**config.mk**
```make
export PLATFORM = sky130hd
export DESIGN_NAME = can_broadcast_segmenter
export DESIGN_NICKNAME = d
export VERILOG_FILES = /design/src/rtl/cbs_pkg.sv /design/src/rtl/can_broadcast_segmenter.sv /design/src/rtl/cbs_byte_cell.sv
export SDC_FILE = /design/constraint.sdc
export NUM_CORES = 1
export LEC_CHECK = 0
export BUFFER_PORTS_ARGS = -buffer_cell sky130_fd_sc_hd__buf_2
export CAP_MARGIN = 20
export CORE_MARGIN = 8
export CORE_UTILIZATION = 40
export CTS_CLUSTER_DIAMETER = 150
export CTS_CLUSTER_SIZE = 20
export DETAILED_ROUTE_END_ITERATION = 16
export GPL_TIMING_DRIVEN = 0
export REMOVE_ABC_BUFFERS = 1
export SYNTH_ARGS = -nofsm -noshare
export SYNTH_HDL_FRONTEND = slang
export SYNTH_SLANG_ARGS = --single-unit
```
**constraint.sdc**
```tcl
create_clock -name clk -period 10.4 [get_ports clk]
set_input_delay 2.08 -clock clk [delete_from_list [all_inputs] [get_ports clk]]
set_output_delay 2.08 -clock clk [all_outputs]
set_load 0.02 [all_outputs]
```
**src/rtl/cbs_pkg.sv**
```systemverilog
// Shared types, constants and register codes for the CAN broadcast segmenter.
`timescale 1ns / 1ps
package cbs_pkg;

    localparam int unsigned BYTES_PER_FRAME = 7;
    localparam logic [10:0] MAX_LENGTH      = 11'd1785;
    localparam logic [7:0]  CTRL_BAM        = 8'h20;
    localparam logic [7:0]  RESERVED_BYTE   = 8'hFF;

    // Reciprocal of 7 over 2^14, exact for the floor of any 12-bit numerator
    localparam logic [13:0] RECIP_SEVEN     = 14'd2341;
    localparam int unsigned RECIP_SHIFT     = 14;

    localparam logic [2:0]  PRIORITY_RESET  = 3'd1;
    localparam logic [17:0] HEADER_RESET    = 18'd60416;
    localparam logic [17:0] DATA_RESET      = 18'd60160;
    localparam logic [23:0] CONTENT_RESET   = 24'd0;

    localparam logic CMD_START = 1'b0;
    localparam logic CMD_DATA  = 1'b1;

    typedef enum logic [1:0] {
        REG_PRIORITY = 2'd0,
        REG_HEADER   = 2'd1,
        REG_DATA     = 2'd2,
        REG_CONTENT  = 2'd3
    } cbs_reg_e;

    typedef struct packed {
        logic        cmd;
        logic [10:0] total_length;
        logic [7:0]  data_byte;
    } cbs_in_t;

    typedef struct packed {
        logic [28:0] frame_id;
        logic [3:0]  frame_len;
        logic [63:0] payload;
        logic        is_header;
    } cbs_out_t;

    // Control shared by every byte cell of the chain
    typedef struct packed {
        logic clear;
        logic shift;
    } cbs_cell_ctl_t;

endpackage

```
**src/rtl/can_broadcast_segmenter.sv**
```systemverilog
// Top level of the CAN broadcast segmenter: header build, byte chain and frame register.
`timescale 1ns / 1ps
// Takes one item per clock: a start item (cmd 0) yields the announcement header frame,
// data items (cmd 1) fill a chain of seven byte cells, and the seventh byte or the last
// announced byte yields a data frame with its sequence number. Each frame shows up in the
// frame register on the cycle after its item; the input stalls only while that register
// holds a frame the receiver is stalling, so with no output stall the block runs at one
// item per cycle. Lengths above 1785 are taken as 1785, data with no open message and a
// message abandoned by a new start produce no frame. Configuration writes are registered before use.
module can_broadcast_segmenter (
    input  logic             clk,
    input  logic             rst_n,
    input  logic             cfg_we,
    input  logic [1:0]       cfg_index,
    input  logic [23:0]      cfg_data,
    input  logic             item_valid,
    output logic             item_stall,
    input  cbs_pkg::cbs_in_t item,
    output logic             frame_valid,
    input  logic             frame_stall,
    output cbs_pkg::cbs_out_t frame
);
    import cbs_pkg::*;

    localparam int unsigned NCELL = BYTES_PER_FRAME;

    // configuration
    logic [2:0]  priority_reg, priority_next;
    logic [17:0] header_group_reg, header_group_next;
    logic [17:0] data_group_reg, data_group_next;
    logic [23:0] content_group_reg, content_group_next;

    // message state
    logic [10:0] message_length_reg, message_length_next;
    logic [10:0] bytes_taken_reg, bytes_taken_next;
    logic [2:0]  fill_count_reg, fill_count_next;
    logic [7:0]  sequence_reg, sequence_next;
    logic        active_reg, active_next;

    // output stage
    logic        frame_valid_reg, frame_valid_next;
    cbs_out_t    frame_reg, frame_next;

    logic        accept;
    logic        start_acc;
    logic        take;
    logic [10:0] taken_inc;
    logic        last_byte;
    logic        full_frame;
    logic        flush;
    logic [10:0] len_sat;
    logic [11:0] len_round;
    logic [25:0] pkt_prod;
    logic [7:0]  packets;
    logic [63:0] header_payload;
    logic [55:0] data_bytes;

    cbs_cell_ctl_t        cell_ctl;
    logic [NCELL-1:0]     token_vec;
    logic [NCELL-1:0][7:0] byte_vec;

    assign item_stall = frame_valid_reg && frame_stall;
    assign accept     = item_valid && !item_stall;
    assign start_acc  = accept && (item.cmd == CMD_START);
    assign take       = accept && (item.cmd == CMD_DATA) && active_reg;

    assign taken_inc  = bytes_taken_reg + 11'd1;
    assign last_byte  = taken_inc >= message_length_reg;
    assign full_frame = fill_count_reg == 3'(NCELL - 1);
    assign flush      = take && (full_frame || last_byte);

    // Header fields
    assign len_sat   = (item.total_length > MAX_LENGTH) ? MAX_LENGTH : item.total_length;
    assign len_round = {1'b0, len_sat} + 12'(NCELL - 1);
    assign pkt_prod  = len_round * RECIP_SEVEN;
    assign packets   = pkt_prod[RECIP_SHIFT +: 8];

    assign header_payload = {content_group_reg[7:0], content_group_reg[15:8],
                             content_group_reg[23:16], RESERVED_BYTE, packets,
                             len_sat[7:0], {5'b0, len_sat[10:8]}, CTRL_BAM};

    // Byte chain
    assign cell_ctl.clear = start_acc || flush;
    assign cell_ctl.shift = take;

    genvar gi;
    generate
        for (gi = 0; gi < NCELL; gi++)
        begin : g_cell
            cbs_byte_cell u_cell (
                .clk       (clk),
                .rst_n     (rst_n),
                .ctl       (cell_ctl),
                .seed      (gi == 0),
                .token_in  ((gi == 0) ? 1'b0 : token_vec[(gi == 0) ? 0 : gi - 1]),
                .data_in   (item.data_byte),
                .token_out (token_vec[gi]),
                .byte_view (byte_vec[gi])
            );
        end
    endgenerate

    assign data_bytes = byte_vec;

    always_comb
    begin
        priority_next      = priority_reg;
        header_group_next  = header_group_reg;
        data_group_next    = data_group_reg;
        content_group_next = content_group_reg;
        if (cfg_we)
        begin
            case (cbs_reg_e'(cfg_index))
                REG_PRIORITY: priority_next      = cfg_data[2:0];
                REG_HEADER:   header_group_next  = cfg_data[17:0];
                REG_DATA:     data_group_next    = cfg_data[17:0];
                REG_CONTENT:  content_group_next = cfg_data;
                default:      ;
            endcase
        end
    end

    always_comb
    begin
        message_length_next = message_length_reg;
        bytes_taken_next    = bytes_taken_reg;
        fill_count_next     = fill_count_reg;
        sequence_next       = sequence_reg;
        active_next         = active_reg;
        if (start_acc)
        begin
            message_length_next = len_sat;
            bytes_taken_next    = 11'd0;
            fill_count_next     = 3'd0;
            sequence_next       = 8'd1;
            active_next         = len_sat != 11'd0;
        end
        else if (take)
        begin
            bytes_taken_next = taken_inc;
            fill_count_next  = flush ? 3'd0 : fill_count_reg + 3'd1;
            if (flush)
            begin
                sequence_next = sequence_reg + 8'd1;
            end
            if (last_byte)
            begin
                active_next = 1'b0;
            end
        end
    end

    always_comb
    begin
        frame_next       = frame_reg;
        frame_valid_next = frame_valid_reg && frame_stall;
        if (start_acc)
        begin
            frame_valid_next     = 1'b1;
            frame_next.frame_id  = {priority_reg, header_group_reg, 8'h00};
            frame_next.frame_len = 4'd8;
            frame_next.payload   = header_payload;
            frame_next.is_header = 1'b1;
        end
        else if (flush)
        begin
            frame_valid_next     = 1'b1;
            frame_next.frame_id  = {priority_reg, data_group_reg, 8'h00};
            frame_next.frame_len = {1'b0, fill_count_reg} + 4'd2;
            frame_next.payload   = {data_bytes, sequence_reg};
            frame_next.is_header = 1'b0;
        end
    end

    always_ff @(posedge clk or negedge rst_n)
    begin
        if (!rst_n)
        begin
            priority_reg       <= PRIORITY_RESET;
            header_group_reg   <= HEADER_RESET;
            data_group_reg     <= DATA_RESET;
            content_group_reg  <= CONTENT_RESET;
            message_length_reg <= 11'd0;
            bytes_taken_reg    <= 11'd0;
            fill_count_reg     <= 3'd0;
            sequence_reg       <= 8'd0;
            active_reg         <= 1'b0;
            frame_valid_reg    <= 1'b0;
        end
        else
        begin
            priority_reg       <= priority_next;
            header_group_reg   <= header_group_next;
            data_group_reg     <= data_group_next;
            content_group_reg  <= content_group_next;
            message_length_reg <= message_length_next;
            bytes_taken_reg    <= bytes_taken_next;
            fill_count_reg     <= fill_count_next;
            sequence_reg       <= sequence_next;
            active_reg         <= active_next;
            frame_valid_reg    <= frame_valid_next;
        end
    end

    always_ff @(posedge clk)
    begin
        frame_reg <= frame_next;
    end

    assign frame_valid = frame_valid_reg;
    assign frame       = frame_reg;

`ifndef SYNTH
    // The write token sits at the cell the fill count names
    a_token_pos: assert property (@(posedge clk) disable iff (!rst_n)
        active_reg |-> (token_vec == (NCELL'(1) << fill_count_reg)))
        else $error("byte chain token out of step with fill count");

    a_open_bounds: assert property (@(posedge clk) disable iff (!rst_n)
        active_reg |-> (bytes_taken_reg < message_length_reg))
        else $error("open message has taken all its bytes");

    a_closed_empty: assert property (@(posedge clk) disable iff (!rst_n)
        !active_reg |-> (fill_count_reg == 3'd0))
        else $error("bytes pending with no open message");

    a_start_header: assert property (@(posedge clk) disable iff (!rst_n)
        start_acc |=> (frame_valid_reg && frame_reg.is_header))
        else $error("start item did not yield a header frame");
`endif

endmodule

```
**src/rtl/cbs_byte_cell.sv**
```systemverilog
// One byte slot of the data frame, with the write token passed along the chain.
`timescale 1ns / 1ps
module cbs_byte_cell (
    input  logic                  clk,
    input  logic                  rst_n,
    input  cbs_pkg::cbs_cell_ctl_t ctl,
    input  logic                  seed,
    input  logic                  token_in,
    input  logic [7:0]            data_in,
    output logic                  token_out,
    output logic [7:0]            byte_view
);
    import cbs_pkg::*;

    logic       token_reg;
    logic       token_next;
    logic [7:0] byte_reg;
    logic [7:0] byte_next;
    logic       write_here;

    assign write_here = ctl.shift && token_reg;

    always_comb
    begin
        if (ctl.clear)
        begin
            token_next = seed;
        end
        else if (ctl.shift)
        begin
            token_next = token_in;
        end
        else
        begin
            token_next = token_reg;
        end
    end

    always_comb
    begin
        if (ctl.clear)
        begin
            byte_next = 8'h00;
        end
        else if (write_here)
        begin
            byte_next = data_in;
        end
        else
        begin
            byte_next = byte_reg;
        end
    end

    always_ff @(posedge clk or negedge rst_n)
    begin
        if (!rst_n)
        begin
            token_reg <= 1'b0;
        end
        else
        begin
            token_reg <= token_next;
        end
    end

    always_ff @(posedge clk)
    begin
        byte_reg <= byte_next;
    end

    // The arriving byte shows through at once so a closing frame includes it
    assign byte_view = write_here ? data_in : byte_reg;
    assign token_out = token_reg;

endmodule
```
# Word level (Yosys, flattened, before mapping)
# Index checks and enable logic that the tools add are counted.
op_classes:
  add_sub_neg: 5
  multipliers: 1
  n_lt_le_gt_ge: 2
  n_eq_ne: 4
  muxes: 37
  bitwise: 1
  n_reduce_logical: 28
ops:
  columns: ["operator", "n"]
  rows:
  - ["98-bit 2-to-1 mux", 2]
  - ["8-bit 2-to-1 mux", 10]
  - ["11-bit 2-to-1 mux", 3]
  - ["12-bit by 12-bit multiplier with 22-bit output (second input constant)", 1]
  - ["1-bit 2-to-1 mux", 19]
  - ["1-bit logical AND", 13]
  - ["11-bit by 3-bit adder with 12-bit output (second input constant)", 1]
  - ["2-bit AND reduction", 6]
  - ["11-bit by 1-bit adder with 11-bit output (second input constant)", 1]
  - ["11-bit >= comparator", 1]
  - ["11-bit greater-than comparator (second input constant)", 1]
  - ["11-bit nonzero test", 1]
  - ["3-bit 2-to-1 mux", 3]
  - ["8-bit by 1-bit adder with 8-bit output (second input constant)", 1]
  - ["2-bit nonzero test", 4]
  - ["3-bit by 2-bit adder with 4-bit output (second input constant)", 1]
  - ["2-bit equality test (second input constant)", 2]
  - ["3-bit by 1-bit adder with 3-bit output (second input constant)", 1]
  - ["3-bit equality test (second input constant)", 1]
  - ["2-bit by 1-bit equality test with 1-bit output (second input constant)", 1]
  - ["2-bit zero test", 1]
  - ["1-bit logical OR", 2]
  - ["1-bit zero test", 1]
  - ["1-bit NOT", 1]
word_totals:
  regBits: 251
  output_inout_bits: 100
  elab_cells: 107

# Longest topological paths before layout
# Gate-level depths: netlist of run 1.
depth:
  word_depth: 9
  mapped_depth: 23

# Cells and area by module
# Synthesis of run 1 repeated with hierarchy kept, for this count alone.
hier_totals:
  hier_cells: 1238
  area_unflattened_um2: 13127.6
modules_own_cells:
  columns: ["mod", "instances", "cells_each", "area_per_inst_um2"]
  rows:
  - ["can_broadcast_segmenter", 1, 895, 10018.4]
  - ["cbs_byte_cell", 7, 49, 444.2]

# Worst setup path before layout of run 1
# OpenSTA, ideal clock, no wires.
synth_path:
  path_kind: "input -> register"
  startpoint: "in item[13] in the netlist's numbering"
  endpoint: "reg frame_reg (netlist bit frame[30]) (data pin)"
  setup_time_ns: 0.271
  arrival_time_ns: 6.518
  path_slack_ns: 3.611
  stages: 22
  path_buffers: 1
  cell_sequence: "nand4_1 > nor2_1 > o21ai_0 > nand2_1 > ha_1 > clkbuf_1 > nor3_1 > mux2i_1 > inv_1 > ha_1 > ha_1 > fa_1 > inv_1 > fa_1 > inv_1 > ha_1 > inv_1 > o2111ai_1 > a31oi_1 > o21ai_0 > xnor2_1 > o22ai_1"
synth_lines:
  columns: ["item", "line_no", "text"]
  rows:
  - ["start: declaration", "can_broadcast_segmenter.sv:18", "input cbs_pkg::cbs_in_t item,"]
  - ["end signal: assignment", "can_broadcast_segmenter.sv:207", "frame_reg <= frame_next;"]
  - ["end: declaration", "can_broadcast_segmenter.sv:42", "cbs_out_t frame_reg, frame_next;"]

==> summary.md, run 1 <==
| Metric | Value |
|---|---|
| Status | finished, final reports clean |
| Hold_sp | g_cell[2].u_cell.byte_reg[5] |
| RSZ-0062 raised after global routing | no |
| Most common cell after layout, fill and taps aside | buf_2 |
| Sequential share of the synthesized area | 50.7% |
| # rows | 64 |
| Async set or reset register ratio after synthesis | 41.8% |
| Number of synthesized flops with an enable pin | 64 |
| Synth cell types | 60 |
| Initial antenna violation count | 5 |
| Max Fclk | 135 MHz |
| Pins Over Slew Limit | 0 |
| Synth Cell Area | 12200 sq um |
| Largest net degree at the start of global routing | 87 |
| Layout net count | 1368 |
| Flop and latch count out of synthesis | 251 |
| Sequential cell area | 6210 sq um |
| Fillers | 2875 |
| Final period util | 71.4% |
| Crit path launch type | primary input |
| Hold Buf Count CTS | 0 |
| Post-cts resize count | 0 |
| Area growth, synth to finish | 13.9% |
| Overflow after GRT | 0 |
| Relative slew margins | 36.4% |
| Slew of the pin with the lowest slew margin | 0.954 ns |
| Min Tclk post-route | 7.42 ns |
| Crit path max fanout | 7 |
| Yosys warns | 0 |
| Routed Wire Length | 29700 um |
| Post-CTS Setup Bufs | 0 |
| Worst path arrival time | 7.71 ns |
| Routability cong. | 0.857 |
| R2R Path Start | bytes_taken_reg[0] |
| Syn Inst Count | 1098 |
| Vias in the first global route | 8584 |
| Reg clk slew, reported paths | 0.08 ns |
| Final setup TNS | 0 ns |
| Met3 wire len | 1240 um |
| CP Data Required Time | 10.69 ns |
| DRT iter0 DRCs | 564 |
| IO Pins | 151 |
| Top routing layer in use | met5 |
| CTS buffer count | 16 |
| Global-route wire length before repair | 46900 um |
| WL met1 | 13700 um |
| HP Class | flip-flop to flip-flop |
| Routed wire length per instance | 18.2 um |
| Final instance area | 13900 sq um |
| Mapped Avg Cell Area | 11.2 sq um |
| Worst path max stage delay | 0.53 ns |
| H-tree Lvls | 1 |
| Post-DP Area | 13400 sq um |
| WHS | 0.456 ns |
| Via/cell ratio | 5.21 |
| Core area | 30300 sq um |
| Final Hold Violating Endpoints | 0 |
| Setup crit end kind | flip-flop |
| Area of the multi-input gates | 5550 sq um |
| Starting Density | 40.3% |
| Chip Height | 191 um |
| Synth area leaders | dfrtp_1, edfxtp_1, dfxtp_1 |
| ANT nets after route | 0 |
| Initial DRT Pass Iterations | 4 |
| Max FFs per register | 90 |
| DRC errors left | 0 |
| Area of the die | 36500 sq um |
| Clock sink total | 251 |
| Power Total | 2540 uW |
| CTS tree | yes |
| Met2 wire len | 14200 um |
| Worst skew pair latency | 0.49 ns |
| Max cap viols | 0 |
| Ratio of cells with drive above 1 in the final layout | 22.1% |
| Clock skew | 0.0132 ns |
| Top FF cell, synth | dfrtp_1 |
| Yosys top cell area share | 19.0% |
| Static leakage | 0.00646 uW |
| Final HPWL DP | 21000 um |
| Clock buffer depth | 3 |
| Commonest non-fill, non-tap cells in the layout | buf_2, nand2_1, dfrtp_1 |
| Crit-path cells | buf_2, nand4_1, nor2_1, o21ai_0, nand2_1, ha_1, nand3b_1, a21oi_1, ha_1, fa_1, fa_1, inv_1, fa_1, inv_1, ha_1, nor2_1, o2111ai_1, a31oi_1, o21ai_0, xnor2_1, o22ai_1 |
| Port Buf Inserts | 142 |
| Gr usage total | 16.0% |
| Slowest cell on crit path | fa_1 |
| Leading area contributor after synthesis | dfrtp_1 |
| Crit. Startpoint | item[12] |
| Max IR drop VDD | 144 uV |
| Die X | 191 um |
| Power per standard cell area | 182 nW/um^2 |
| CP Class | primary input to flip-flop |
| Final setup viols | 0 |
| Clk root buf | clkbuf_16 |
| Via count | 8486 |
-- layout make-up --
type	instances	share of cell area, %
clock buffer	27	3.32
sequential	251	44.5
timing repair buffer	153	6.83
tap	396	3.55
antenna	4	0.0718
inverter	66	1.81
multi-input combinational	730	39.8
clock inverter	1	0.0808
-- per-layer routing --
layer / up-vias / global-route usage [%]
li1: 4091 / -
met1: 4180 / 21.6
met2: 169 / 26.4
met3: 44 / 2.52
met4: 2 / 4.18
met5: - / 0
-- critical path, delay by kind of cell --
kind | cells | cell delay, ns
simple gates | 5 | 0.88
xor+xnor | 1 | 0.17
compound gates | 6 | 1.86
fa+ha+maj | 6 | 2.48
buf+inv | 3 | 0.23
-- cell families (layout without fill, tap and decap cells) --
group,Yosys count,after routing,synth area share [%]
muxes,134,134,11.6
and+or+nand+nor,269,269,10.3
xor gates and xnor gates,23,23,1.65
DFF,251,251,50.7
buffers and inverters,127,247,4.48
other,2,16,0.0613
adders and majority gates,99,99,11.2
AOI/OAI and AO/OA,193,193,10.0
-- path summary, 6_finish.rpt --
path	to	slack, ns	depth (start not counted)
hold reg to reg	g_cell[2].u_cell.byte_reg[5]	0.46	2
setup reg to reg	frame[45]	6.04	13
min in group asynchronous	sequence_reg[1]	1.51	1
max in group asynchronous	header_group_reg[14]	8.17	2
setup / recovery	frame[31]	2.98	21
hold / removal	g_cell[2].u_cell.byte_reg[5]	0.46	2
-- synth_stat cells, types with 9 or more instances --
library cell   n
ha_1          81
a21oi_1       26
nor2_1        75
inv_1         65
nand2_1       98
dfrtp_1       93
mux2_2        64
xnor2_1       13
dfxtp_1       82
o22ai_1       20
nor2_4        10
o21ai_0       85
nor3_1         9
nand4_1        9
dfstp_2       12
mux2i_1       70
edfxtp_1      64
nand3_1       31
a22o_1        31
clkbuf_1      34
fa_1          18
xor2_1        10
-- stage by stage --
stage               utilization [%]  cells  worst slack [ns]
detailed placement             44.2   1594              2.48
floorplan                         -   1047              3.64
global placement               43.5   1585             0.545
finish                         45.9   1628              2.98
global route                   45.9   1628              2.68
CTS                            45.7   1622              2.97
-- power breakdown --
part	leakage [uW]	switching (uW)	internal [uW]
clock	0.000227	331	309
sequential	0.00256	45.1	1110
combinational	0.00367	440	306
No activity file was read; power rests on OpenSTA's default activity.
==> inputs of run 2 (changes only) <==
clock period = 6.85 ns   (was 10.4 ns; I/O delays follow)
==> run 2 against run 1 <==
Effect of this change: utilization hardly changed; flip-flop and latch count is the same; non-clock buffer count unchanged; register-to-register slack worse by 3.5 ns; clock-buffer cell count unchanged; design area is essentially flat; wire length about the same; via count down 0.22%; critical path type unchanged; highest routed layer unchanged.
==> summary.md, run 2 (synthesized netlist as in run 1, its figures left out) <==
| Metric | Value |
|---|---|
| Status | finished, final reports clean |
| Via count | 8467 |
| IO Pins | 151 |
| Power per standard cell area | 277 nW/um^2 |
| WHS | 0.456 ns |
| R2R Path End | frame[45] |
| Worst path max stage delay | 0.53 ns |
| RSZ-0062 raised after global routing | no |
| CP Class | primary input to flip-flop |
| Routed Wire Length | 29700 um |
| Global-route wire length before repair | 46900 um |
| Post-CTS Setup Bufs | 0 |
| Most common cell after layout, fill and taps aside | buf_2 |
| DRT iter0 DRCs | 557 |
| Area of the multi-input gates | 5560 sq um |
| Via/cell ratio | 5.20 |
| Clk root buf | clkbuf_16 |
| Slew of the pin with the lowest slew margin | 0.957 ns |
| Commonest non-fill, non-tap cells in the layout | buf_2, nand2_1, dfrtp_1 |
| Clock sink total | 251 |
| Crit-path cells | buf_2, nand4_1, nor2_1, o21ai_0, nand2_1, ha_1, nand3b_1, a21oi_1, ha_1, fa_1, fa_1, inv_1, fa_1, inv_1, ha_1, nor2_1, o2111ai_1, a31oi_2, o21ai_0, xnor2_1, o22ai_1 |
| Port Buf Inserts | 142 |
| Max IR drop VDD | 219 uV |
| Crit-path leading delay family | adder cells |
| Static leakage | 0.00646 uW |
| HP Class | flip-flop to flip-flop |
| Layout net count | 1368 |
| Routed wire length per instance | 18.2 um |
| Core area | 30300 sq um |
| Crit path max fanout | 7 |
| Reg clk slew, reported paths | 0.08 ns |
| Worst path arrival time | 6.81 ns |
| Slowest cell on crit path | fa_1 |
| Max Fclk | 153 MHz |
| Worst Hold Path EP | g_cell[2].u_cell.byte_reg[5] |
| Final worst slack | 0.327 ns |
| Post-cts resize count | 0 |
| Initial DRT Pass Iterations | 4 |
| Routability cong. | 0.857 |
| # rows | 64 |
| Ratio of cells with drive above 1 in the final layout | 22.1% |
| Bufs and invs on worst path | 3 |
| Largest net degree at the start of global routing | 87 |
| Max FFs per register | 90 |
| ANT nets after route | 0 |
| CTS buffer count | 16 |
| Final HPWL DP | 21000 um |
| Worst skew pair latency | 0.49 ns |
| Hold Path Cell Cnt | 2 |
| Hold_sp | g_cell[2].u_cell.byte_reg[5] |
| Relative slew margins | 36.2% |
| Area growth, synth to finish | 13.9% |
| Gr usage total | 16.0% |
| CP Data Required Time | 7.14 ns |
| DRC errors left | 0 |
| Die X | 191 um |
| Final setup viols | 0 |
| Chip Height | 191 um |
| Post-DP Area | 13400 sq um |
| Initial antenna violation count | 5 |
| H-tree Lvls | 1 |
| DP Worst Slack | -0.363 ns |
| Overflow after GRT | 0 |
| Max cap viols | 0 |
| Vias in the first global route | 8584 |
| Clock buffer depth | 3 |
| R2R setup slack | 2.50 ns |
| Pins Over Slew Limit | 0 |
| Setup crit end kind | flip-flop |
| Starting Density | 40.3% |
| Worst r2r path cells | 13 |
| Power Total | 3860 uW |
| Min Tclk post-route | 6.52 ns |
| Final setup TNS | 0 ns |
| Clock skew | 0.0137 ns |
| Area of the die | 36500 sq um |
| WP depth | 21 |
| Crit path launch type | primary input |
| Final period util | 95.2% |
| Final Hold Violating Endpoints | 0 |
| Sequential cell area | 6210 sq um |
| Fillers | 2874 |
| CTS tree | yes |
| R2R Path Start | bytes_taken_reg[0] |
| Hold Buf Count CTS | 0 |
| Final instance area | 14000 sq um |
## run 2: worst register-to-register path: stages (launching register included)
cell	delay (ns)
dfrtp_1	0.43
ha_1	0.27
nand3_1	0.15
nor2_1	0.26
and3_1	0.28
nand3_1	0.12
xnor2_1	0.16
ha_1	0.31
nand2_1	0.06
a21oi_1	0.24
a21o_1	0.68
a21oi_4	0.22
inv_6	0.34
buf_16	0.43
## run 2: layout make-up
cell class	count	share of cell area (%)
flip-flops and latches	251	44.5
diodes	4	0.0717
well taps	396	3.55
multi-input cells	730	39.9
clock buffers	27	3.32
clock inverters	1	0.0807
inverters	66	1.81
repair buffers	153	6.83
## run 2: power by group
part | leakage [uW] | switching [uW] | internal [uW]
clock network | 0.000227 | 502 | 469
registers | 0.00256 | 68.6 | 1690
logic | 0.00368 | 671 | 467
total | 0.00646 | 1240 | 2620
## run 2: metrics by stage
stage	instances	util [%]
after CTS	1622	45.7
after global placement	1585	43.5
final	1628	46.0
after detailed placement	1594	44.2
after global routing	1628	46.0
after floorplan	1047	-
## run 2: routing by layer
layer | up-vias | track usage, % | share of wire, %
li1 | 4091 | - | -
met1 | 4165 | 21.6 | 46
met2 | 165 | 26.4 | 48
met3 | 44 | 2.52 | 4.2
met4 | 2 | 4.18 | 2.1
met5 | - | 0 | 0.040
## run 2: worst max-delay path by stage
stage	from	slack (ns)	end
after detailed placement	item[12]	-0.36	frame[31]
after global routing	item[12]	0.05	frame[31]
after global placement	frame_stall	-2.29	frame[45]
final	item[12]	0.33	frame[31]
after floorplan	item[13]	0.80	frame[30]
after CTS	item[12]	0.13	frame[31]
